--- src/bbf_ram.sv ---
// simple dual port ram with registered read data
module bbf_ram #(
	parameter int unsigned DATA_W = 8,
	parameter int unsigned DEPTH  = 16,
	parameter int unsigned ADDR_W = $clog2(DEPTH)
) (
	input  logic              clk,
	input  logic              we,
	input  logic [ADDR_W-1:0] waddr,
	input  logic [DATA_W-1:0] wdata,
	input  logic              re,
	input  logic [ADDR_W-1:0] raddr,
	output logic [DATA_W-1:0] rdata
);

	logic [DATA_W-1:0] mem_q [DEPTH];
	logic [DATA_W-1:0] rdata_q;

	// write port
	always_ff @(posedge clk) begin
		if (we) begin
			mem_q[waddr] <= wdata;
		end
	end

	// read port
	always_ff @(posedge clk) begin
		if (re) begin
			rdata_q <= mem_q[raddr];
		end
	end

	assign rdata = rdata_q;

endmodule

--- config.mk ---
export PLATFORM = sky130hd
export DESIGN_NAME = bbf_ram
export DESIGN_NICKNAME = d
export VERILOG_FILES = /design/src/bbf_ram.sv
export SDC_FILE = /design/constraint.sdc
export NUM_CORES = 1
export LEC_CHECK = 0
export BUFFER_PORTS_ARGS = -buffer_cell sky130_fd_sc_hd__buf_2
export CORE_ASPECT_RATIO = 1.1
export CORE_MARGIN = 2
export CORE_UTILIZATION = 60
export DETAILED_ROUTE_END_ITERATION = 10
export PLACE_DENSITY = 0.83
export SLEW_MARGIN = 20
export SYNTH_ARGS = -nofsm -noshare
export SYNTH_HDL_FRONTEND = slang
export SYNTH_SLANG_ARGS = --single-unit
--- constraint.sdc ---
create_clock -name clk -period 4.5 [get_ports clk]
set_clock_uncertainty 0.1 [all_clocks]
set_input_delay 0.9 -clock clk [delete_from_list [all_inputs] [get_ports clk]]
set_output_delay 0.9 -clock clk [all_outputs]
set_load 0.01 [all_outputs]
==> flow_metrics.env <==
export IMPL_cp_num_buf_inv=1
export IMPL_powerDensity_mw_per_mm2=471
export IMPL_worstPathMaxFanout=32
export IMPL_p_leak_uw=0.00197
export IMPL_rsz0062_at_grt="false"
export IMPL_drv_slew=0
export IMPL_port_buffers=26
export IMPL_period_share_pct=58.8
export IMPL_postCtsResizedCells=0
export IMPL_ys_seq_area_share_pct=78.1
export IMPL_cts_tree="built"
export IMPL_synth_fp_nets=248
export IMPL_cp_arrival_ps=2790
export IMPL_cp_top_family="buffers and inverters"
export IMPL_netlist_area_mm2=0.00523
export IMPL_required_ps=4640
export IMPL_post_drt_wl_per_cell_um=25.3
export IMPL_layout_drive_gt1_share_pct=27.3
export IMPL_irDropWorstVdd_mv=0.373
export IMPL_dieWidth_um=93.0
export IMPL_first_pass_iters=5
export IMPL_vias_per_cell=6.36
export IMPL_end_kind="flip-flop"
export IMPL_fin_crit_ps=2650
export IMPL_area_delta_synth_final_pct=14.5
export IMPL_cts_root_buffer="clkbuf_8"
export IMPL_antenna_found_initial=0
export IMPL_final_setup_viol_count=0
export IMPL_htree_levels=4
export IMPL_status="completed"
export IMPL_post_route_util_pct=71.2
export IMPL_critPathSlowestCell="buf_2"
export IMPL_hold_violations=0
export IMPL_initial_core_util_pct=62.2
export IMPL_drv_cap=0
export IMPL_fmax_mhz=378
export IMPL_grt_max_degree=33
export IMPL_fill_cells=504
export IMPL_worst_slack_ps=1850
export IMPL_ys_ff_latch=136
export IMPL_clkSinkCount=136
export IMPL_cts_clk_slew_worst_paths_ps=60
export IMPL_drcViolationCount=0
export IMPL_netlist_instances=229
export IMPL_worstPathCellList="buf_2 > mux4_1 > a22oi_1 > nand2_1"
export IMPL_nNetsFinal=285
export IMPL_grt_usage_pct=22.8
export IMPL_postPlaceCellArea_mm2=0.00544
export IMPL_yosysUniqueCellTypes=18
export IMPL_fin_setup_tns_ps=0
export IMPL_vias=2475
export IMPL_ys_warn_count=0
export IMPL_routed_wl_um=9860
export IMPL_clockBufferDepth=2
export IMPL_final_area_mm2=0.00598
export IMPL_grt_overflow=0
export IMPL_dieArea_mm2=0.00948
export IMPL_numCtsBuffers=17
export IMPL_crit_type="in -> reg"
export IMPL_critPathMaxStageDelay_ps=770
export IMPL_drtIter0Drc=288
export IMPL_antenna_left=0
export IMPL_io_pins=27
export IMPL_startpoint_type="input port"
export IMPL_cts_setup_buffers=0
export IMPL_total_power_uw=2820
export IMPL_grt_pass1_vias=2376
export IMPL_num_rows=35
export IMPL_pre_cts_slack_ps=1390
export IMPL_syn_avg_cell_area_um2=22.8
export IMPL_insertion_delay_ps=510
export IMPL_antennaDiodeCount=0
export IMPL_max_slew_margin_rel_pct=31.1
export IMPL_grt_pass1_wl_um=14700
export IMPL_core_mm2=0.00841
export IMPL_worstMarginPinSlew_ps=1030
export IMPL_hp_class="reg -> reg"
export IMPL_dpl_hpwl_um=5740
export IMPL_gp_congestion=0.756
export IMPL_cts_hold_buf=0
export IMPL_die_h_um=102
==> placed cells by master, fill, tap and decap left out <==
cell type,instances
edfxtp_1,136
buf_2,26
mux4_2,18
a22oi_1,16
clkbuf_16,16
mux4_1,14
nor2_1,13
nand2_1,9
clkinvlp_4,5
clkinv_1,4
nand3b_1,2
nor3_2,2
nand2b_1,2
nor3_1,2
clkinv_4,2
bufinv_16,2
buf_4,2
nor2b_1,1
and2_1,1
and2b_1,1
nand3_1,1
or3b_2,1
clkbuf_8,1
clkinv_2,1
==> through the flow <==
stage | std cells | hold slack (ps)
after floorplan | 229 | 605
final | 389 | 640
after detailed placement | 358 | 633
after global routing | 389 | 656
after global placement | 358 | 629
after CTS | 389 | 643
==> area by class of cell <==
cell class	instances	area [um^2]	area share [%]
clock buffer	17	414	6.92
tap	111	139	2.32
timing repair buffer	28	145	2.43
sequential	136	4080	68.2
clock inverter	14	135	2.26
multi-input combinational	83	1070	17.8
==> worst min-delay path: stages (launching register included) <==
cell and delay (ps):
edfxtp_1 310, mux4_2 220, a22oi_1 50, nand2_1 50
==> flip-flops by register name, summed over array words and instances, names as in the netlist <==
register,flops
mem_q,128
rdata,8
==> worst paths after layout <==
check                           endpoint  depth (start not counted)          from  slack (ps)
worst max register to register  rdata[3]                          3   mem_q[1][3]        2780
worst min-delay path            rdata[5]                          3  mem_q[14][5]         640
worst max-delay path            rdata[3]                          4      raddr[0]        1850
worst min register to register  rdata[5]                          3  mem_q[14][5]         640
==> kinds of logic after synthesis <==
logic type / after synthesis / synth area share, %
multiplexers: 32 / 14.8
AO/OA/AOI/OAI: 16 / 2.30
flip-flops: 136 / 78.1
AND/OR/NAND/NOR: 35 / 3.14
buffers and inverters: 10 / 1.65
==> per-layer routing <==
metal	global-route usage (%)	vias up	part of all wire [%]
li1	-	1059	-
met1	33.2	1276	41
met2	34.8	132	51
met3	5.68	8	7.4
met4	8.14	0	0.86
met5	0	-	0
==> synth_stat cells <==
cell type	instances	area (um^2)
a22oi_1	16	120
nor2b_1	1	6.26
nor2_1	13	48.8
mux4_1	14	368
or3b_2	1	8.76
mux4_2	18	405
nand3b_1	2	15.0
clkdlybuf4s25_2	3	30.0
nand2b_1	2	12.5
nand3_1	1	5.00
nand2_1	9	33.8
edfxtp_1	136	4080
buf_2	3	15.0
and2b_1	1	7.51
buf_4	1	7.51
nor3_1	4	20.0
and2_1	1	6.26
buf_6	3	33.8
==> power breakdown <==
group / switching, uW / internal (uW)
clock: 480 / 775
sequential: 7.57 / 1430
combinational: 75.7 / 49.6
total: 564 / 2250
No activity file was read; power rests on OpenSTA's default activity.
